`config.mk`:
```
export PLATFORM = sky130hd
export DESIGN_NAME = ddo_divider
export DESIGN_NICKNAME = d
export VERILOG_FILES = /design/src/ddo_pkg.sv /design/src/ddo_divider.sv
export SDC_FILE = /design/constraint.sdc
export NUM_CORES = 1
export LEC_CHECK = 0
export ABC_AREA = 1
export CORE_MARGIN = 5
export CORE_UTILIZATION = 60
export DETAILED_ROUTE_END_ITERATION = 7
export DONT_BUFFER_PORTS = 1
export PLACE_DENSITY = 0.76
export SLEW_MARGIN = 10
export SYNTH_ARGS = -nofsm -noshare
export SYNTH_HDL_FRONTEND = slang
export SYNTH_SLANG_ARGS = --single-unit
```
`constraint.sdc`:
```
create_clock -name i_clk -period 6 [get_ports i_clk]
set_input_delay 0.9 -clock i_clk [delete_from_list [all_inputs] [get_ports i_clk]]
set_output_delay 0.9 -clock i_clk [all_outputs]
set_load 0.01 [all_outputs]
```
`src/ddo_pkg.sv`:
```
// ----------------------------------------------------------------------------
// ddo_pkg
// Shared constants, types and helper functions for the differential drive
// odometry core.
// ----------------------------------------------------------------------------
package ddo_pkg;

    // CORDIC iteration count and loop counter width
    localparam int CORDIC_STEPS = 24;
    localparam int IT_W         = $clog2(CORDIC_STEPS);

    // Fixed-point constants
    localparam logic [31:0] INV_TWO_PI  = 32'd683565276;  // 2^32/(2*pi), Q0.32
    localparam logic [31:0] CORDIC_GAIN = 32'd652032874;  // 1/K in Q1.30
    localparam logic [31:0] US_PER_S    = 32'd1000000;

    // Magnitude width of a velocity numerator (delta * 1e6)
    localparam int DIV_W = 61;
    localparam int DCNT_W = $clog2(DIV_W);

    // Configuration register indexes
    typedef logic [1:0] t_cfg_idx;
    localparam t_cfg_idx CFG_DIST_PER_COUNT = 2'd0;
    localparam t_cfg_idx CFG_ROT_GAIN       = 2'd1;

    // Reset values of the configuration registers
    localparam logic [31:0] DPC_RESET  = 32'd2248840;
    localparam logic [23:0] GAIN_RESET = 24'd218453;

    // Saturation limits
    localparam logic signed [65:0] SAT_HI = 66'sd2147483647;
    localparam logic signed [65:0] SAT_LO = -66'sd2147483648;

    // Arctangent table, binary angle in Q1.30 (2^30 = quarter turn)
    function automatic logic [31:0] atan_lut(input logic [4:0] idx);
        logic [31:0] v;
        case (idx)
            5'd0:  v = 32'd536870912;
            5'd1:  v = 32'd316933406;
            5'd2:  v = 32'd167458907;
            5'd3:  v = 32'd85004756;
            5'd4:  v = 32'd42667331;
            5'd5:  v = 32'd21354465;
            5'd6:  v = 32'd10679838;
            5'd7:  v = 32'd5340245;
            5'd8:  v = 32'd2670163;
            5'd9:  v = 32'd1335087;
            5'd10: v = 32'd667544;
            5'd11: v = 32'd333772;
            5'd12: v = 32'd166886;
            5'd13: v = 32'd83443;
            5'd14: v = 32'd41722;
            5'd15: v = 32'd20861;
            5'd16: v = 32'd10430;
            5'd17: v = 32'd5215;
            5'd18: v = 32'd2608;
            5'd19: v = 32'd1304;
            5'd20: v = 32'd652;
            5'd21: v = 32'd326;
            5'd22: v = 32'd163;
            5'd23: v = 32'd81;
            5'd24: v = 32'd41;
            5'd25: v = 32'd20;
            5'd26: v = 32'd10;
            5'd27: v = 32'd5;
            5'd28: v = 32'd3;
            5'd29: v = 32'd1;
            5'd30: v = 32'd1;
            default: v = 32'd0;
        endcase
        return v;
    endfunction

    // Clamp a wide signed value to the 32-bit signed range
    function automatic logic signed [31:0] sat32(input logic signed [65:0] v);
        logic signed [31:0] r;
        if (v > SAT_HI) begin
            r = 32'sh7FFFFFFF;
        end else if (v < SAT_LO) begin
            r = 32'sh80000000;
        end else begin
            r = v[31:0];
        end
        return r;
    endfunction

endpackage

```
`src/ddo_divider.sv`:
```
// ----------------------------------------------------------------------------
// ddo_divider
// Restoring unsigned divider, one quotient bit per cycle. Divisor must stay
// stable while busy; quotient holds after done until the next start.
// ----------------------------------------------------------------------------
module ddo_divider (
    input  logic                      i_clk,
    input  logic                      i_rst_n,
    input  logic                      i_start,
    input  logic [ddo_pkg::DIV_W-1:0] i_num,
    input  logic [31:0]               i_den,
    output logic                      o_done,
    output logic [ddo_pkg::DIV_W-1:0] o_quo
);
    import ddo_pkg::*;

    logic              r_busy, n_busy;
    logic              r_done, n_done;
    logic [DCNT_W-1:0] r_cnt, n_cnt;
    logic [31:0]       r_rem, n_rem;
    logic [DIV_W-1:0]  r_quo, n_quo;
    logic [32:0]       rem_sh;
    logic              fits;

    // trial subtract of the shifted remainder
    assign rem_sh = {r_rem, r_quo[DIV_W-1]};
    assign fits   = (rem_sh >= {1'b0, i_den});

    always_comb begin
        n_busy = r_busy;
        n_done = 1'b0;
        n_cnt  = r_cnt;
        n_rem  = r_rem;
        n_quo  = r_quo;
        if (i_start) begin
            n_busy = 1'b1;
            n_cnt  = DCNT_W'(DIV_W - 1);
            n_rem  = '0;
            n_quo  = i_num;
        end else if (r_busy) begin
            n_rem = fits ? 32'(rem_sh - {1'b0, i_den}) : rem_sh[31:0];
            n_quo = {r_quo[DIV_W-2:0], fits};
            n_cnt = r_cnt - 1'b1;
            if (r_cnt == '0) begin
                n_busy = 1'b0;
                n_done = 1'b1;
            end
        end
    end

    always_ff @(posedge i_clk) begin
        if (!i_rst_n) begin
            r_busy <= 1'b0;
            r_done <= 1'b0;
            r_cnt  <= '0;
        end else begin
            r_busy <= n_busy;
            r_done <= n_done;
            r_cnt  <= n_cnt;
        end
        r_rem <= n_rem;
        r_quo <= n_quo;
    end

    assign o_done = r_done;
    assign o_quo  = r_quo;

    // checks
    a_start_idle: assert property (@(posedge i_clk) disable iff (!i_rst_n)
        i_start |-> !r_busy) else $error("divider started while busy");
    a_done_idle: assert property (@(posedge i_clk) disable iff (!i_rst_n)
        r_done |-> !r_busy) else $error("divider done while busy");
    a_last_step: assert property (@(posedge i_clk) disable iff (!i_rst_n)
        (r_busy && r_cnt == '0 && !i_start) |=> r_done)
        else $error("divider missed done");

endmodule

```
==> results of run 1 <==
final cells by class:
| cell class | count | area, µm² | share of cell area [%] |
|---|---|---|---|
| clock buffer | 10 | 229.0 | 3.109 |
| sequential | 101 | 2633 | 35.75 |
| clock inverter | 6 | 77.57 | 1.053 |
| tap | 143 | 178.9 | 2.430 |
| inverter | 179 | 671.9 | 9.123 |
| timing repair buffer | 3 | 22.52 | 0.3058 |
| multi-input combinational | 756 | 3552 | 48.23 |
state kept, by name (all words and copies together), names as in the netlist:
name	cells
o_quo	61
r_rem	32
r_busy	1
r_cnt	6
o_done	1
worst max path at each step:
stage	endpoint	slack (ns)	cells past startpoint
6_report	r_rem[3]	2.62	11
5_1_grt	r_rem[3]	2.36	11
4_1_cts	r_rem[3]	2.65	13
3_5_place_dp	r_rem[24]	2.32	13
3_3_place_gp	r_rem[25]	2.36	11
2_1_floorplan	o_quo[0]	2.55	3
metrics by stage:
stage	total power (W)	utilization [%]	setup slack (ns)	hold WS, ns	instances
final	0.001621	64.50	2.619	0.4698	1198
after global placement	0.001028	61.81	2.355	0.4577	1182
after detailed placement	0.001033	61.81	2.319	0.4586	1182
after CTS	0.001635	64.50	2.646	0.4737	1198
after global routing	0.001693	64.50	2.357	0.4873	1198
after floorplan	0.0009913	-	2.554	0.4426	1066
critical path, stage by stage:
cell     delay, ns
inv_1         0.03
ha_1          0.34
a21oi_1       0.22
nand2_1       0.10
a21oi_1       0.26
nand2_1       0.15
a21oi_4       0.82
nand2_4       0.45
nand2_1       0.19
nand3_1       0.10
o21ai_1       0.09
layer usage:
layer  global-route usage (%)  vias up  share of wire, %
met5                        0        -                 0
met4                    8.029        0               1.9
met3                    4.998       25               6.8
met2                    40.59      201                46
met1                    32.79     2781                45
li1                         -     3249                 -
power breakdown:
group	leakage [nW]	internal, W	switching, W
clock network	0.151	0.000331	0.000272
logic	2.93	0.0000528	0.000108
registers	0.950	0.000798	0.0000582
kinds of logic (layout without fill, tap and decap cells):
kind of cell	Yosys count	count (layout)
and+or+nand+nor	650	650
buffers and inverters	209	198
DFF	101	101
AOI/OAI and AO/OA	57	57
adders and majority gates	35	35
xor gates and xnor gates	14	14
cell usage in the layout (no fill, tap or decap), types with 4 or more instances in the layout:
master | synthesis | routed
nand2_2 | 5 | 5
nand3_1 | 74 | 74
nor2_1 | 50 | 49
nand3b_1 | 22 | 22
o21ai_0 | 6 | 6
a31oi_1 | 4 | 4
dfxtp_1 | 40 | 40
a21oi_1 | 26 | 26
ha_1 | 34 | 34
nand2_1 | 481 | 481
o21ai_1 | 16 | 16
nor3_1 | 9 | 9
inv_1 | 178 | 177
xnor2_1 | 13 | 13
clkbuf_16 | 0 | 9
edfxtp_1 | 61 | 61
==> metrics.txt, run 1 <==
status complete, no violations; Hold EP r_rem[25]; drt wl/cell 14.48 µm; Synth Cell Area 7002 µm²; synth unique cells 31; Synth Area in Simple Gates 38.13%; Synth async-reset ratio 0%; Slew HR 31.07%; Clock Path Buffers 2; post-synth top area share 26.16%; YS warnings 0; VDD IR max 206.8 µV; Tmin final 3.381 ns; TNS Setup 0 ns; Worst EP arrival 3.66 ns; Hold Crit Start r_rem[25]; grt ovf 0; post-CTS sizing 0; number of hold buffers added after cts 0; Finish-stage setup viols 0; CTS H-tree lvls 3; Post-CTS Repair Setup Buffers 0; DP Wirelength 13030 µm; r2r worst-path depth 12; pin count of the biggest net entering global routing 67; CTS tree yes; RR Endpoint r_rem[3]; Slew @ Worst Pin 1.032 ns; Core Rows 39; dpl cell area 7058 µm²; Max Clk Rate 0.2958 GHz; initial antenna violation count 0; share of post-route cells with drive strength above 1 2.938%; Layout area overhead 5.182%; worst setup path start i_den[28]; antenna-violating nets left 0; CP required 6.28 ns; register bit total from synthesis 101; DR vias/cell 5.222; die width 118.0 µm; core region area 11420 µm²; Final Cycle Share 56.35%; vias 6256; GR Util All Layers 24.75%; Final Wtd Congestion 0.9599; max cap viols 0; final WL 17340 µm; PwrDens 220.1 nW/µm²; Initial Util 61.32%; Worst-path clk slew 0.08 ns; flop2flop setup slack 2.87 ns; diode count 0; Sinks on Clock Net 101; Synth area leader edfxtp_1; Syn Area/Cell 6.568 µm²; Hold Path Depth 2; Synth area leaders edfxtp_1, nand2_1, dfxtp_1, inv_1, ha_1; vias in the first global route 5900; die area 13930 µm²; io pins 158; nature of the critical path endpoint flip-flop; Final Hold Fails 0; clock skew 0.01220 ns; first-pass GRT wire length 28510 µm; clock latency on the worst-skew pair 0.35 ns; Synth top cells by count nand2_1, inv_1, nand3_1; # DRC 0; Root Buffer clkbuf_16; Syn Inst Count 1066; XOR/XNOR Fraction of Synth Area 1.751%; mux share of post-synthesis cell area 0%; max-slew violations 0; RSZ-0062 raised after global routing false; nets 1181; FILL cells 1087; Num CTS Buffers 9; DRT Pass-1 Iters 5; syn_nets 1197; adder-cell share of the synthesized area 6.362%; Lkg Pwr 4.028 nW; critical path type in2reg; Worst setup SP type input pin; CP Max Fanout 34; Die Span Y 118.0 µm; Post-synth EDFFs 61; post-route cell area 7365 µm²; Compound-Gate Fraction of Synth Area 4.450%; ys flop type edfxtp_1; largest family of logic cells by synthesized area simple AND/OR/NAND/NOR gates; sequential fraction of the synthesis area 37.60%; worst hold path type reg2reg; DR iter-0 viols 542; most numerous cell in the Yosys netlist nand2_1; RR Startpoint r_rem[26]; port bufs 0
No activity file was read; power rests on OpenSTA's default activity.
==> run 2, diff against run 1 <==
--- a/config.mk
+++ b/config.mk
@@ -7,10 +7,10 @@
 export LEC_CHECK = 0
 export ABC_AREA = 1
 export CORE_MARGIN = 5
-export CORE_UTILIZATION = 60
+export CORE_UTILIZATION = 59
 export DETAILED_ROUTE_END_ITERATION = 7
 export DONT_BUFFER_PORTS = 1
-export PLACE_DENSITY = 0.76
+export PLACE_DENSITY = 0.78
 export SLEW_MARGIN = 10
 export SYNTH_ARGS = -nofsm -noshare
 export SYNTH_HDL_FRONTEND = slang
==> constraint.sdc (replaced) <==
create_clock -name i_clk -period 3.1 [get_ports i_clk]
set_input_delay 0.465 -clock i_clk [delete_from_list [all_inputs] [get_ports i_clk]]
set_output_delay 0.465 -clock i_clk [all_outputs]
set_load 0.01 [all_outputs]
==> metrics.txt, run 2 (synthesized netlist as in run 1, its figures left out) <==
share of post-route cells with drive strength above 1 3.399%; Initial Util 60.80%; Tmin final 2.535 ns; grt met3 use 4.455%; number of hold buffers added after cts 0; Max Clk Rate 0.3945 GHz; FILL cells 1075; TNS Setup 0 ns; Worst setup SP type flip-flop; Clock Path Buffers 2; grt ovf 0; Sinks on Clock Net 101; DR vias/cell 5.246; RR Startpoint o_quo[60]; initial antenna violation count 0; CTS H-tree lvls 3; status complete, no violations; critical path type reg2reg; Post-Layout Cell Count 1202; # DRC 0; Worst-path clk slew 0.08 ns; DRT Pass-1 Iters 5; core region area 11520 µm²; Worst EP arrival 2.77 ns; met1 usage 32.89%; global route hottest layer met2; vias 6306; Core Rows 39; nets 1185; final core occ 64.27%; Hold Crit Start i_rst_n; Finish-stage setup viols 0; die width 118.9 µm; nature of the critical path endpoint flip-flop; Post-CTS Repair Setup Buffers 0; VDD IR max 346.3 µV; DR iter-0 viols 646; clock latency on the worst-skew pair 0.34 ns; Final Wtd Congestion 0.9991; Slew @ Worst Pin 0.7174 ns; drt wl/cell 14.40 µm; GR Util All Layers 24.04%; placed cells 1186; most frequent cells in the layout nand2_1, inv_1, nand3_1; RSZ-0062 raised after global routing false; worst hold path type in2reg; r2r worst-path depth 15; Num CTS Buffers 9; Final Hold Fails 0; max reg flops 61; antenna-violating nets left 0; pin count of the biggest net entering global routing 67; DP Wirelength 13340 µm; Root Buffer clkbuf_16; commonest non-fill, non-tap cell in the layout nand2_1; Lkg Pwr 4.046 nW; flop2flop setup slack 0.57 ns; max-slew violations 0; clock skew 0.01239 ns; PwrDens 418.2 nW/µm²; first-pass GRT wire length 28090 µm; io pins 158; max cap viols 0; GRT met2 Usage 39.50%; Layout area overhead 5.701%; CP Max Fanout 3; post-CTS sizing 0; CP required 3.34 ns; final WL 17310 µm; RR Endpoint r_rem[28]; Hold Path Depth 2; port bufs 0; vias in the first global route 5692; die area 14150 µm²; diode count 0; Die Span Y 118.9 µm; Hold EP r_cnt[4]; Final Cycle Share 81.76%; Slew HR 52.11%; CTS tree yes
## run 2: metal layers
metal	share of wire [%]	up-vias	wire, µm
met3	7.5	26	1301
li1	-	3263	-
met4	1.9	0	334
met1	44	2765	7608
met5	0	-	0
met2	47	252	8061
## run 2: cell type report
type | count | area (µm²) | share of cell area (%)
inverter | 179 | 671.9 | 9.079
multi-input combinational | 756 | 3552 | 48.00
timing repair buffer | 7 | 65.06 | 0.8791
tap | 143 | 178.9 | 2.418
clock buffer | 9 | 225.2 | 3.043
clock inverter | 7 | 75.07 | 1.014
sequential | 101 | 2633 | 35.57
## run 2: worst max path at each step
| stage | from | end | slack, ns | depth (start not counted) |
|---|---|---|---|---|
| after global routing | o_quo[60] | r_rem[16] | 0.35 | 15 |
| after global placement | i_den[28] | r_rem[3] | 0.47 | 13 |
| after detailed placement | i_den[28] | r_rem[0] | 0.43 | 13 |
| after CTS | r_rem[25] | r_rem[0] | 0.61 | 12 |
| final | o_quo[60] | r_rem[28] | 0.57 | 15 |
| after floorplan | r_busy | o_quo[0] | 0.03 | 4 |
## run 2: power by group
part           switching (W)  internal (W)
clock               0.000543      0.000573
combinational       0.000215      0.000107
sequential          0.000112       0.00154
total               0.000870       0.00222
## run 2: worst max-delay path, cell delays in order (launching register included)
cell and delay [ns]:
edfxtp_1 0.45, inv_1 0.09, ha_1 0.22, fa_1 0.42
inv_1 0.16, nand3_1 0.10, nand3_1 0.22, nand3_1 0.11
nand2_1 0.17, nand2_1 0.13, nand2_1 0.09, nand2_1 0.04
nand2_1 0.07, nand2_1 0.06, nand3_1 0.07, nand2_1 0.05
## run 2: metrics by stage
| stage | worst slack, ns | total power (W) | hold WS, ns | cell area, µm² |
|---|---|---|---|---|
| after floorplan | 0.02739 | 0.001920 | 0.4426 | 7008 |
| after global placement | 0.4721 | 0.002000 | 0.4576 | 7101 |
| after global routing | 0.3483 | 0.003229 | 0.2402 | 7401 |
| after CTS | 0.6137 | 0.003119 | 0.2298 | 7401 |
| after detailed placement | 0.4295 | 0.002007 | 0.4563 | 7101 |
| final | 0.5653 | 0.003095 | 0.2438 | 7401 |
